===== src/rtl/core/bmsort_pkg.sv =====
// ----------------------------------------------------------------------------
// bmsort_pkg
// shared types for the byte merge sorter: channel items, controller states,
// and the command and status groups between controller and datapath
// ----------------------------------------------------------------------------
package bmsort_pkg;

  typedef struct packed {
    logic [7:0] ch;
    logic       last;
  } in_item_t;

  typedef struct packed {
    logic [7:0] sorted_byte;
    logic       end_of_run;
    logic       overflow;
  } out_item_t;

  typedef enum logic [1:0] {
    ST_FILL,
    ST_SETUP,
    ST_MERGE,
    ST_EMIT
  } state_e;

  // controller to datapath
  typedef struct packed {
    logic fill_en;   // accept one input item
    logic merge_en;  // move one element of the current merge pass
    logic emit_en;   // load one sorted byte into the output register
  } cmd_t;

  // datapath to controller
  typedef struct packed {
    logic sorted;     // run width already covers the whole string
    logic pass_end;   // current merge step writes the last element of a pass
    logic emit_last;  // current emit step moves the final byte
    logic out_free;   // output register can take a new item this cycle
  } status_t;

endpackage


===== src/rtl/core/bmsort_ram.sv =====
// ----------------------------------------------------------------------------
// bmsort_ram
// generic memory, one write port and two read ports with registered read data
// ----------------------------------------------------------------------------
module bmsort_ram #(
  parameter int WIDTH = 8,
  parameter int DEPTH = 64
) (
  input  logic                     clk_i,
  input  logic                     we_i,
  input  logic [$clog2(DEPTH)-1:0] waddr_i,
  input  logic [WIDTH-1:0]         wdata_i,
  input  logic [$clog2(DEPTH)-1:0] raddr0_i,
  input  logic [$clog2(DEPTH)-1:0] raddr1_i,
  output logic [WIDTH-1:0]         rdata0_o,
  output logic [WIDTH-1:0]         rdata1_o
);

  logic [WIDTH-1:0] mem_q [DEPTH];

  always_ff @(posedge clk_i) begin
    if (we_i) begin
      mem_q[waddr_i] <= wdata_i;
    end
    rdata0_o <= mem_q[raddr0_i];
    rdata1_o <= mem_q[raddr1_i];
  end

endmodule


===== src/rtl/core/bmsort_ctrl.sv =====
// ----------------------------------------------------------------------------
// bmsort_ctrl
// sequencer for the byte merge sorter: fill, merge passes, emission
// ----------------------------------------------------------------------------
module bmsort_ctrl (
  input  logic                clk_i,
  input  logic                rst_ni,
  input  logic                in_valid_i,
  input  logic                in_last_i,
  input  bmsort_pkg::status_t stat_i,
  output logic                in_stall_o,
  output bmsort_pkg::cmd_t    cmd_o
);

  bmsort_pkg::state_e state_q, state_d;

  always_ff @(posedge clk_i or negedge rst_ni) begin
    if (!rst_ni) begin
      state_q <= bmsort_pkg::ST_FILL;
    end else begin
      state_q <= state_d;
    end
  end

  always_comb begin
    state_d    = state_q;
    cmd_o      = '0;
    in_stall_o = 1'b1;
    case (state_q)
      bmsort_pkg::ST_FILL: begin
        in_stall_o    = 1'b0;
        cmd_o.fill_en = in_valid_i;
        if (in_valid_i && in_last_i) begin
          state_d = bmsort_pkg::ST_SETUP;
        end
      end
      // a quiet state so the first reads see settled memory
      bmsort_pkg::ST_SETUP: begin
        state_d = stat_i.sorted ? bmsort_pkg::ST_EMIT : bmsort_pkg::ST_MERGE;
      end
      bmsort_pkg::ST_MERGE: begin
        cmd_o.merge_en = 1'b1;
        if (stat_i.pass_end) begin
          state_d = bmsort_pkg::ST_SETUP;
        end
      end
      bmsort_pkg::ST_EMIT: begin
        cmd_o.emit_en = stat_i.out_free;
        if (stat_i.out_free && stat_i.emit_last) begin
          state_d = bmsort_pkg::ST_FILL;
        end
      end
      default: begin
        state_d = bmsort_pkg::ST_FILL;
      end
    endcase
  end

endmodule


===== src/rtl/core/bmsort_dp.sv =====
// ----------------------------------------------------------------------------
// bmsort_dp
// datapath: two ping-pong byte stores, merge pointers, output register
// ----------------------------------------------------------------------------
module bmsort_dp #(
  parameter int MAX_LEN = 64
) (
  input  logic                  clk_i,
  input  logic                  rst_ni,
  input  bmsort_pkg::in_item_t  in_item_i,
  input  bmsort_pkg::cmd_t      cmd_i,
  input  logic                  out_stall_i,
  output bmsort_pkg::status_t   stat_o,
  output logic                  out_valid_o,
  output bmsort_pkg::out_item_t out_item_o
);

  localparam int AW = $clog2(MAX_LEN);
  localparam int CW = $clog2(MAX_LEN + 1);
  localparam int SW = CW + 2;

  logic [CW-1:0] cnt_q, cnt_d;
  logic          dropped_q, dropped_d;
  logic          src_sel_q, src_sel_d;
  logic [CW-1:0] p_q, p_d, q_q, q_d, o_q, o_d, mid_q, mid_d, hi_q, hi_d;
  logic [CW:0]   w_q, w_d;
  logic          out_valid_q, out_valid_d;
  bmsort_pkg::out_item_t out_q, out_d;

  logic [7:0]    m0_rd0, m0_rd1, m1_rd0, m1_rd1;
  logic [7:0]    head_a, head_b, merge_byte;
  logic          room, take_p, block_end, pass_end;
  logic [CW-1:0] n_next;
  logic          we0, we1;
  logic [AW-1:0] waddr;
  logic [7:0]    wdata;

  function automatic logic [CW-1:0] clip(input logic [SW-1:0] v, input logic [CW-1:0] n);
    logic [CW-1:0] r;
    r = (v > SW'(n)) ? n : v[CW-1:0];
    return r;
  endfunction

  assign room       = cnt_q < CW'(MAX_LEN);
  assign head_a     = src_sel_q ? m1_rd0 : m0_rd0;
  assign head_b     = src_sel_q ? m1_rd1 : m0_rd1;
  assign take_p     = (p_q < mid_q) && ((q_q >= hi_q) || (head_a <= head_b));
  assign merge_byte = take_p ? head_a : head_b;
  assign block_end  = ({1'b0, o_q} + (CW+1)'(1)) == {1'b0, hi_q};
  assign pass_end   = block_end && (hi_q == cnt_q);
  assign n_next     = room ? cnt_q + CW'(1) : cnt_q;

  assign stat_o.sorted    = {1'b0, cnt_q} <= w_q;
  assign stat_o.pass_end  = pass_end;
  assign stat_o.emit_last = ({1'b0, p_q} + (CW+1)'(1)) == {1'b0, cnt_q};
  assign stat_o.out_free  = !out_valid_q || !out_stall_i;

  always_comb begin
    cnt_d       = cnt_q;
    dropped_d   = dropped_q;
    src_sel_d   = src_sel_q;
    p_d         = p_q;
    q_d         = q_q;
    o_d         = o_q;
    mid_d       = mid_q;
    hi_d        = hi_q;
    w_d         = w_q;
    out_valid_d = out_valid_q;
    out_d       = out_q;

    if (cmd_i.fill_en) begin
      if (room) begin
        cnt_d = cnt_q + CW'(1);
      end else begin
        dropped_d = 1'b1;
      end
      // string closed: set up the first pass with runs of one byte
      if (in_item_i.last) begin
        w_d   = (CW+1)'(1);
        p_d   = '0;
        o_d   = '0;
        mid_d = clip(SW'(1), n_next);
        q_d   = mid_d;
        hi_d  = clip(SW'(2), n_next);
      end
    end

    if (cmd_i.merge_en) begin
      if (take_p) begin
        p_d = p_q + CW'(1);
      end else begin
        q_d = q_q + CW'(1);
      end
      o_d = o_q + CW'(1);
      if (pass_end) begin
        // runs double, source and destination swap
        w_d       = {w_q[CW-1:0], 1'b0};
        src_sel_d = !src_sel_q;
        o_d       = '0;
        p_d       = '0;
        mid_d     = clip(SW'(w_d), cnt_q);
        q_d       = mid_d;
        hi_d      = clip(SW'(w_d) << 1, cnt_q);
      end else if (block_end) begin
        p_d   = hi_q;
        mid_d = clip(SW'(hi_q) + SW'(w_q), cnt_q);
        q_d   = mid_d;
        hi_d  = clip(SW'(hi_q) + (SW'(w_q) << 1), cnt_q);
      end
    end

    if (cmd_i.emit_en) begin
      out_valid_d       = 1'b1;
      out_d.sorted_byte = head_a;
      out_d.end_of_run  = stat_o.emit_last;
      out_d.overflow    = dropped_q;
      p_d               = p_q + CW'(1);
      if (stat_o.emit_last) begin
        cnt_d     = '0;
        dropped_d = 1'b0;
      end
    end else if (!out_stall_i) begin
      out_valid_d = 1'b0;
    end
  end

  always_ff @(posedge clk_i or negedge rst_ni) begin
    if (!rst_ni) begin
      cnt_q       <= '0;
      dropped_q   <= 1'b0;
      src_sel_q   <= 1'b0;
      p_q         <= '0;
      q_q         <= '0;
      o_q         <= '0;
      mid_q       <= '0;
      hi_q        <= '0;
      w_q         <= '0;
      out_valid_q <= 1'b0;
    end else begin
      cnt_q       <= cnt_d;
      dropped_q   <= dropped_d;
      src_sel_q   <= src_sel_d;
      p_q         <= p_d;
      q_q         <= q_d;
      o_q         <= o_d;
      mid_q       <= mid_d;
      hi_q        <= hi_d;
      w_q         <= w_d;
      out_valid_q <= out_valid_d;
    end
  end

  always_ff @(posedge clk_i) begin
    out_q <= out_d;
  end

  // fill writes the current source store, a merge writes the other one
  assign we0   = (cmd_i.fill_en && room && !src_sel_q) || (cmd_i.merge_en && src_sel_q);
  assign we1   = (cmd_i.fill_en && room && src_sel_q) || (cmd_i.merge_en && !src_sel_q);
  assign waddr = cmd_i.merge_en ? o_q[AW-1:0] : cnt_q[AW-1:0];
  assign wdata = cmd_i.merge_en ? merge_byte : in_item_i.ch;

  bmsort_ram #(
    .WIDTH (8),
    .DEPTH (MAX_LEN)
  ) u_ram0 (
    .clk_i    (clk_i),
    .we_i     (we0),
    .waddr_i  (waddr),
    .wdata_i  (wdata),
    .raddr0_i (p_d[AW-1:0]),
    .raddr1_i (q_d[AW-1:0]),
    .rdata0_o (m0_rd0),
    .rdata1_o (m0_rd1)
  );

  bmsort_ram #(
    .WIDTH (8),
    .DEPTH (MAX_LEN)
  ) u_ram1 (
    .clk_i    (clk_i),
    .we_i     (we1),
    .waddr_i  (waddr),
    .wdata_i  (wdata),
    .raddr0_i (p_d[AW-1:0]),
    .raddr1_i (q_d[AW-1:0]),
    .rdata0_o (m1_rd0),
    .rdata1_o (m1_rd1)
  );

  assign out_valid_o = out_valid_q;
  assign out_item_o  = out_q;

endmodule


===== src/rtl/core/byte_merge_sorter.sv =====
// ----------------------------------------------------------------------------
// byte_merge_sorter
// collects a string of bytes and returns it in ascending unsigned order
// ----------------------------------------------------------------------------
// usage
//   input channel (in_valid_i / in_stall_o / in_item_i): one byte per item,
//   the item with last set closes the string. up to MAX_LEN bytes are kept,
//   later ones are dropped and every result of that string flags overflow.
//   output channel (out_valid_o / out_stall_i / out_item_o): one sorted byte
//   per item, end_of_run set on the final one.
// timing
//   fill takes one item per cycle. after the closing item the block stalls
//   input and runs ceil(log2(n)) merge passes, each after a setup state and
//   moving every byte once through the single write port of the stores,
//   then a setup state and one result per cycle while the receiver is free.
//   input opens again once the last result sits in the output register.
// reset
//   asynchronous, active low. clears counters, flags and the output valid.
//   store contents are not cleared; only bytes of the current string are read.
// stall
//   a stalled result holds in the output register and emission pauses.
// ----------------------------------------------------------------------------
module byte_merge_sorter #(
  parameter int MAX_LEN = 64
) (
  input  logic                  clk_i,
  input  logic                  rst_ni,
  // input channel
  input  logic                  in_valid_i,
  output logic                  in_stall_o,
  input  bmsort_pkg::in_item_t  in_item_i,
  // output channel
  output logic                  out_valid_o,
  input  logic                  out_stall_i,
  output bmsort_pkg::out_item_t out_item_o
);

  // command and status between sequencer and datapath
  bmsort_pkg::cmd_t    cmd;
  bmsort_pkg::status_t stat;

  // sequencer: fill, merge passes, emission
  bmsort_ctrl u_ctrl (
    .clk_i      (clk_i),
    .rst_ni     (rst_ni),
    .in_valid_i (in_valid_i),
    .in_last_i  (in_item_i.last),
    .stat_i     (stat),
    .in_stall_o (in_stall_o),
    .cmd_o      (cmd)
  );

  // ping-pong stores, merge pointers, output register
  bmsort_dp #(
    .MAX_LEN (MAX_LEN)
  ) u_dp (
    .clk_i       (clk_i),
    .rst_ni      (rst_ni),
    .in_item_i   (in_item_i),
    .cmd_i       (cmd),
    .out_stall_i (out_stall_i),
    .stat_o      (stat),
    .out_valid_o (out_valid_o),
    .out_item_o  (out_item_o)
  );

endmodule

===== config.mk =====
export PLATFORM = sky130hd
export DESIGN_NAME = byte_merge_sorter
export DESIGN_NICKNAME = d
export VERILOG_FILES = /design/src/rtl/core/bmsort_pkg.sv /design/src/rtl/core/bmsort_ram.sv /design/src/rtl/core/bmsort_ctrl.sv /design/src/rtl/core/bmsort_dp.sv /design/src/rtl/core/byte_merge_sorter.sv
export SDC_FILE = /design/constraint.sdc
export NUM_CORES = 2
export LEC_CHECK = 0
export BUFFER_PORTS_ARGS = -buffer_cell sky130_fd_sc_hd__buf_2
export CAP_MARGIN = 30
export CELL_PAD_IN_SITES_DETAIL_PLACEMENT = 2
export CELL_PAD_IN_SITES_GLOBAL_PLACEMENT = 2
export CORE_MARGIN = 10
export CORE_UTILIZATION = 44
export DETAILED_ROUTE_END_ITERATION = 8
export MAX_ROUTING_LAYER = met4
export PLACE_DENSITY_LB_ADDON = 0.3
export SLEW_MARGIN = 20
export SYNTH_ARGS = -nofsm -noshare
export SYNTH_HDL_FRONTEND = slang
export SYNTH_SLANG_ARGS = --single-unit

===== constraint.sdc =====
create_clock -name clk_i -period 21.4 [get_ports clk_i]
set_clock_uncertainty 0.05 [all_clocks]
set_input_delay 4.28 -clock clk_i [delete_from_list [all_inputs] [get_ports clk_i]]
set_output_delay 4.28 -clock clk_i [all_outputs]
set_load 0.03 [all_outputs]

Word-level counts from Yosys, hierarchy flattened

Memory sizes are Yosys's and may differ from the RTL's. A register that Yosys moved wholly into a read port is not among the register bits.
Cells that the tools add are included.

Flip-flop bits (word level): 65
Bits in writable memories: 1024
Bits of input ports: 13
Logic and storage cells: 132
Memories: 2

Memories:

| memory            | depth | bits a word | rd ports | clocked after Yosys merged registers in | wr ports | line             | RTL |
|---|---|---|---|---|---|---|---|
| u_dp.u_ram0.mem_q | 64    | 8           | 2        | 2                                       | 1        | bmsort_ram.sv:19 | `logic [WIDTH-1:0] mem_q [DEPTH];` |
| u_dp.u_ram1.mem_q | 64    | 8           | 2        | 2                                       | 1        | bmsort_ram.sv:19 |  |

Add/sub/neg operators: 8
Magnitude comparators: 11
Equal/unequal tests: 10
Mux-type cells: 65
Reduce and logical (&&, ||, !) cells: 22

Operators with widths:

| cell                  | number |
|---|---|
| $mux W7               | 37 |
| $mux W8               | 8 |
| $add A7 B1 Y7 const B | 4 |
| $gt A9 B7 Y1          | 3 |
| $add A7 B1 Y8 const B | 2 |
| $eq A8 B7 Y1          | 2 |
| $mux W1               | 15 |
| $add A7 B8 Y9         | 1 |
| $add A7 B9 Y9         | 1 |
| $logic_and A1 B1 Y1   | 9 |
| $gt A8 B7 Y1          | 1 |
| $le A7 B8 Y1          | 1 |
| $le A8 B8 Y1          | 1 |
| $ne A2 B1 Y1 const B  | 4 |
| $pmux W2 S4           | 1 |
| $eq A7 B7 Y1          | 1 |
| $ge A7 B7 Y1          | 1 |
| $gt A1 B7 Y1 const A  | 1 |
| $gt A2 B7 Y1 const A  | 1 |
| $lt A7 B7 Y1          | 1 |
| $lt A7 B7 Y1 const B  | 1 |
| $mux W2               | 3 |
| $mux W6               | 1 |
| $eq A2 B2 Y1 const B  | 2 |
| 7 further kinds       | 14 |

Longest topological paths before layout

Depth after elaboration: 10
Gate-level depth with buffers: 26
Gate-level depth less buffers: 21

Modules after synthesis

From an unflattened synthesis, not the netlist that was laid out.

Cells, all modules: 3106
Area total of the unflattened synthesis: 54528.5 um^2

By module, submodules not included:

| module      | instances | cells each | area an instance (um^2) |
|---|---|---|---|
| bmsort_ram  | 2         | 1211       | 24274.5 |
| bmsort_dp   | 1         | 669        | 5821.8 |
| bmsort_ctrl | 1         | 15         | 157.7 |

Worst setup path before layout

Ideal clock, no wire load.

Kind: register to register
Start: register u_dp.src_sel_q
End: memory u_dp.u_ram0.mem_q[0][2], data pin
Library setup time: 1.197 ns
Arrival time: 8.134 ns
Required time: 20.153 ns
Path slack: 12.019 ns
Stages on the path, launching flop included: 15
Buffers on the path: 4
Path through: dfrtp_1 -> clkbuf_1 -> buf_1 -> mux2_2 -> ha_1 -> nand4_1 -> nor2_1 -> a2111oi_0 -> o211a_1 -> nor2_1 -> clkbuf_1 -> clkbuf_1 -> nor2_1 -> a21oi_1 -> o21ai_0

Longest elaborated chain between the ends: 6

RTL lines:

| what                       | line             | RTL |
|---|---|---|
| from (decl)                | bmsort_dp.sv:24  | `logic src_sel_q, src_sel_d;` |
| from (signal assigned)     | bmsort_dp.sv:142 | `src_sel_q <= src_sel_d;` |
| $mux W8                    | bmsort_dp.sv:45  | `assign head_a = src_sel_q ? m1_rd0 : m0_rd0;` |
| net u_dp.head_a[6]         | bmsort_dp.sv:31  | `logic [7:0] head_a, head_b, merge_byte;` |
| $le A8 B8 Y1               | bmsort_dp.sv:47  | `assign take_p = (p_q < mid_q) && ((q_q >= hi_q) \|\| (head_a <= head_b));` |
| $logic_or A1 B1 Y1         | bmsort_dp.sv:47  |  |
| $logic_and A1 B1 Y1        | bmsort_dp.sv:47  |  |
| $mux W8                    | bmsort_dp.sv:48  | `assign merge_byte = take_p ? head_a : head_b;` |
| $mux W8                    | bmsort_dp.sv:161 | `assign wdata = cmd_i.merge_en ? merge_byte : in_item_i.ch;` |
| net u_dp.u_ram0.wdata_i[2] | bmsort_ram.sv:12 | `input logic [WIDTH-1:0] wdata_i,` |
| to (decl)                  | bmsort_ram.sv:19 |  |

The timed path passes the listed nets, and every way through them passes these cells.

Final worst setup path

Start: input out_stall_i
End: register u_dp.u_ram0.rdata0_o[7] (read register of u_dp.u_ram0.mem_q)

Longest elaborated chain between the ends: 4

RTL lines:

| what               | line                    | RTL |
|---|---|---|
| from (decl)        | byte_merge_sorter.sv:34 | `input logic out_stall_i,` |
| $logic_not A1 Y1   | bmsort_dp.sv:56         | `assign stat_o.out_free = !out_valid_q \|\| !out_stall_i;` |
| $logic_or A1 B1 Y1 | bmsort_dp.sv:56         |  |
| $mux W1            | bmsort_ctrl.sv:29       | `case (state_q)` |
| $mux W7            | bmsort_dp.sv:112        | `if (cmd_i.emit_en) begin` |
| to (decl)          | bmsort_ram.sv:15        | `output logic [WIDTH-1:0] rdata0_o,` |

No other way between the ends.
A chain may end at the register's enable or synchronous reset.

==> results.tsv <==
stage	metric	value	unit
timing	Setup TNS	0	ns
timing	number of hold violations in the final report	0	
setup_path	worst-path cell with the longest stage delay	sky130_fd_sc_hd__buf_4	
global_route	fraction of met3 tracks used by global routing	0.0657	
yosys	number of enable flip-flop cells after synthesis	1034	
global_route	global-route congestion overflow total	0	
clock_tree	post-CTS setup buffers	0	
clock_tree	later-pin clock latency in the skew report	0.80	ns
floorplan	number of standard-cell rows in the floorplan	131	
setup_path	count of buffering cells on the critical path with inverters included	5	
job	Max-cap violations	0	
timing	unrepaired setup endpoints after global routing	no	
yosys	net count after synthesis	5645	
routing	detailed router's first-iteration violation count	6304	
worst_hold_path	worst hold path type	reg -> reg	
timing	smallest hold slack	0.448	ns
clock_tree	CTS tree	done	
global_route	number of antenna violations at the first check in global routing	16	
timing	number of pins exceeding their max-slew limit in the final report	0	
floorplan	Ports	25	
placement	PortBufs	24	
clock_tree	Max Root-Sink Buffers	3	
floorplan	total core area	128000	sq um
global_route	met1 track utilization from global routing	0.420	
setup_path	cell family contributing the most delay on the critical path	buffers and inverters	
routing	Initial DRT Pass Iterations	7	
setup_path	startpoint types	input pin	
yosys	number of unique standard cell types used by synthesis	90	
timing	maximum operating frequency	109	MHz
setup_path	startpoint of the most critical setup path	out_stall_i	
global_route	GR Util met2	0.555	
setup_path	worst-path cell chain	buf_2 -> nand2_1 -> nand3_1 -> inv_1 -> nor3_1 -> a31oi_1 -> o311a_4 -> inv_8 -> buf_4 -> buf_4 -> nand2_1 -> and3_1 -> a31oi_1 -> o22ai_1 -> nor3_1 -> a32o_1	
setup_path	Critical Setup Path Class	in -> reg	
clock_tree	CTS Root Cell	sky130_fd_sc_hd__clkbuf_16	
setup_path	data required time at the worst endpoint	22.08	ns
routing	via/cell ratio	6.80	
worst_hold_path	source of the worst hold timing path	u_dp.mid_q[5]$_DFF_PN0_	
routing	wire length after detailed routing	258	mm
yosys	dominant synthesized flop cell	sky130_fd_sc_hd__edfxtp_1	
yosys	top-count cell post-synth	sky130_fd_sc_hd__nand2_1	
setup_path	worst reg-to-reg path cell count	19	
yosys	top cell types by occurrence after synthesis	sky130_fd_sc_hd__nand2_1, sky130_fd_sc_hd__edfxtp_1, sky130_fd_sc_hd__nand3_1	
routing	number of design rule violations left after detail routing	0	
yosys	synthesized flop and latch total	1121	
timing	worst slew slack as a fraction of its limit	0.248	
placement	placed wire-length estimate after detailed placement	159	mm
setup_path	critical path data arrival time	9.82	ns
placement	final RePlAce weighted congestion	0.905	
yosys	Synth warnings	0	
setup_path	longest individual stage delay on the worst path	0.77	ns
finish	number of cells in the finished layout apart from fillers	7277	
setup_path	critical path peak fanout	96	
placement	placement-stage worst setup slack	11.57	ns
timing	Worst Tran Pin Value	1.13	ns
yosys	top-area cell type share of the netlist area	0.547	
clock_tree	post-CTS resize count	0	
global_route	vias in the first global route	52300	
clock_tree	number of buffers inserted during clock tree synthesis	132	
global_route	global routing usage summed across all routing layers	0.357	
setup_path	startpoint of the worst-slack reg-to-reg timing path	u_dp.src_sel_q$_DFFE_PN0P_	
timing	share of the clock period used by the worst path	0.427	
timing	minimum period implied by the final worst setup slack	9.13	ns
floorplan	die height	379	um
worst_hold_path	end of the worst hold path	u_dp.mid_q[5]$_DFF_PN0_	
finish	FILL cells	13000	
routing	via count of the routed design	49400	
setup_path	internal reg-to-reg setup slack	12.76	ns
floorplan	die width	379	um
finish	signed area change from the synthesized netlist to the final layout	11.6	%
clock_tree	clock-pin slew on the worst setup and hold paths	0.06	ns
yosys	Syn Inst Count	5559	
pwr	pwr dens	72.2	nW/um^2
clock_tree	CTS H-tree lvls	4	
placement	cell count after placement	6980	
setup_path	CP endpoint kind	flop	
routing	number of nets with antenna violations after detailed routing	0	
timing	smallest setup slack after layout	12.27	ns
global_route	pin count of the biggest net entering global routing	156	
pwr	maximum ir drop on the vdd rail	0.0956	mV
yosys	biggest area contributors in the synthesized netlist	sky130_fd_sc_hd__edfxtp_1, sky130_fd_sc_hd__nand2_1, sky130_fd_sc_hd__nand3_1	
routing	wire per inst	35.4	um
status	result of the run	completed	
finish	nets	5585	
setup_path	endpoint of the lowest-slack register-to-register path	u_dp.u_ram0.rdata1_o[4]$_DFF_P_	
global_route	global routing's busiest layer	met2	
floorplan	die outline area	144000	sq um
yosys	share of synthesized flip-flops with an asynchronous set or reset	0.0491	
global_route	wire length of the first global-routing pass	367	mm
yosys	share of the yosys chip area belonging to registers	0.582	
floorplan	starting utilization of the core area	0.444	
pwr	total leakage power	21.0	nW
clock_tree	CTS sink cnt	1121	
timing	count of final setup violators	0	
yosys	cell accounting for the most synthesized area	sky130_fd_sc_hd__edfxtp_1	
yosys	Avg Cell Area, Syn	10.2	sq um
worst_hold_path	instance count along the most critical hold path	2	
clock_tree	hold buffer count at CTS	0	
yosys	post-synthesis instance area	56800	sq um
finish	ratio of cells with drive above 1 in the final layout	0.0857	
[report_power, final]
group	leakage, nW	switching, W	total (W)	internal (W)
clock	1.98	0.000978	0.00221	0.00124
combinational	12.3	0.00000399	0.00000602	0.00000201
sequential	6.74	0.000000377	0.00236	0.00236
total	21.0	0.000982	0.00458	0.00360
[sequential cells by signal, summed over array words and instances (netlist names), 7 cells and up]
register,count
u_dp.u_ram0.rdata0_o,8
u_dp.u_ram1.rdata1_o,8
u_dp.cnt_q,7
u_dp.u_ram1.mem_q,512
u_dp.hi_q,7
u_dp.p_q,7
u_dp.mid_q,7
u_dp.u_ram0.mem_q,512
u_dp.u_ram1.rdata0_o,8
u_dp.out_item_o,10
u_dp.q_q,7
u_dp.u_ram0.rdata1_o,8
u_dp.o_q,7
u_dp.w_q,8
[per-stage QoR]
| stage | total power (W) | instance area (sq um) | utilization |
|---|---|---|---|
| final | 0.00458 | 63400 | 0.496 |
| after global routing | 0.00467 | 63400 | 0.496 |
| after CTS | 0.00458 | 62900 | 0.492 |
| after detailed placement | 0.00241 | 58800 | 0.460 |
| after global placement | 0.00241 | 58500 | 0.457 |
| after floorplan | 0.00240 | 56800 | - |
[cell type report]
cell class | instances | area, sq um | area share
Clock inverter | 58 | 402 | 0.00634
Sequential cell | 1121 | 33100 | 0.522
Tap cell | 1662 | 2080 | 0.0328
Clock buffer | 177 | 3660 | 0.0578
Timing Repair Buffer | 218 | 1830 | 0.0289
Antenna cell | 15 | 37.5 | 0.000592
Multi-Input combinational cell | 3971 | 22100 | 0.348
Inverter | 55 | 238 | 0.00375
[worst max path at each step]
stage	to	slack (ns)	cells past startpoint
after floorplan	u_dp.u_ram0.mem_q[0][2]$_DFFE_PP_	12.02	14
after detailed placement	u_dp.u_ram0.rdata1_o[0]$_DFF_P_	11.57	15
after global routing	u_dp.u_ram0.rdata0_o[3]$_DFF_P_	12.06	16
final	u_dp.u_ram0.rdata0_o[7]$_DFF_P_	12.27	16
after global placement	u_dp.u_ram0.rdata1_o[4]$_DFF_P_	11.68	15
after CTS	u_dp.u_ram0.rdata1_o[0]$_DFF_P_	12.41	15
[routing by layer]
layer,vias up,part of all wire,routed length [um]
met2,2707,0.47,121000
met4,0,0.076,19500
li1,20200,-,-
met3,817,0.079,20500
met5,-,0,0
met1,25700,0.38,96800
[cells in the final DEF, fill, tap and decap left out, types with 34 or more instances in the layout]
cell / instances
sky130_fd_sc_hd__o211ai_1: 81
sky130_fd_sc_hd__a311oi_1: 45
sky130_fd_sc_hd__dfrtp_1: 55
sky130_fd_sc_hd__nand3_1: 529
sky130_fd_sc_hd__o22ai_1: 36
sky130_fd_sc_hd__inv_1: 47
sky130_fd_sc_hd__a21o_1: 40
sky130_fd_sc_hd__clkbuf_1: 34
sky130_fd_sc_hd__and3_1: 73
sky130_fd_sc_hd__nand2_1: 1638
sky130_fd_sc_hd__a31oi_1: 108
sky130_fd_sc_hd__clkbuf_16: 138
sky130_fd_sc_hd__nand4_1: 61
sky130_fd_sc_hd__mux2i_1: 225
sky130_fd_sc_hd__ha_1: 71
sky130_fd_sc_hd__a21oi_1: 245
sky130_fd_sc_hd__buf_4: 164
sky130_fd_sc_hd__a32oi_1: 61
sky130_fd_sc_hd__o21ai_0: 73
sky130_fd_sc_hd__edfxtp_1: 1034
sky130_fd_sc_hd__a22oi_1: 51
sky130_fd_sc_hd__nor2_1: 219
[tightest hold or removal path, cell delays in order (launching register included)]
cell	delay (ns)
sky130_fd_sc_hd__dfrtp_1	0.36
sky130_fd_sc_hd__nand2_1	0.05
sky130_fd_sc_hd__nand2_1	0.06
[cells by family (layout without fill, tap and decap cells)]
group,count (synthesis),in the layout,synth area share
and+or+nand+nor,2666,2666,0.202
AOI/OAI and AO/OA,913,913,0.109
adders and majority gates,73,73,0.0163
other,0,15,0
xor gates and xnor gates,41,41,0.00632
buffers and inverters,467,508,0.0342
muxes,278,278,0.0502
DFF,1121,1121,0.582
No activity file was read; power rests on OpenSTA's default activity.
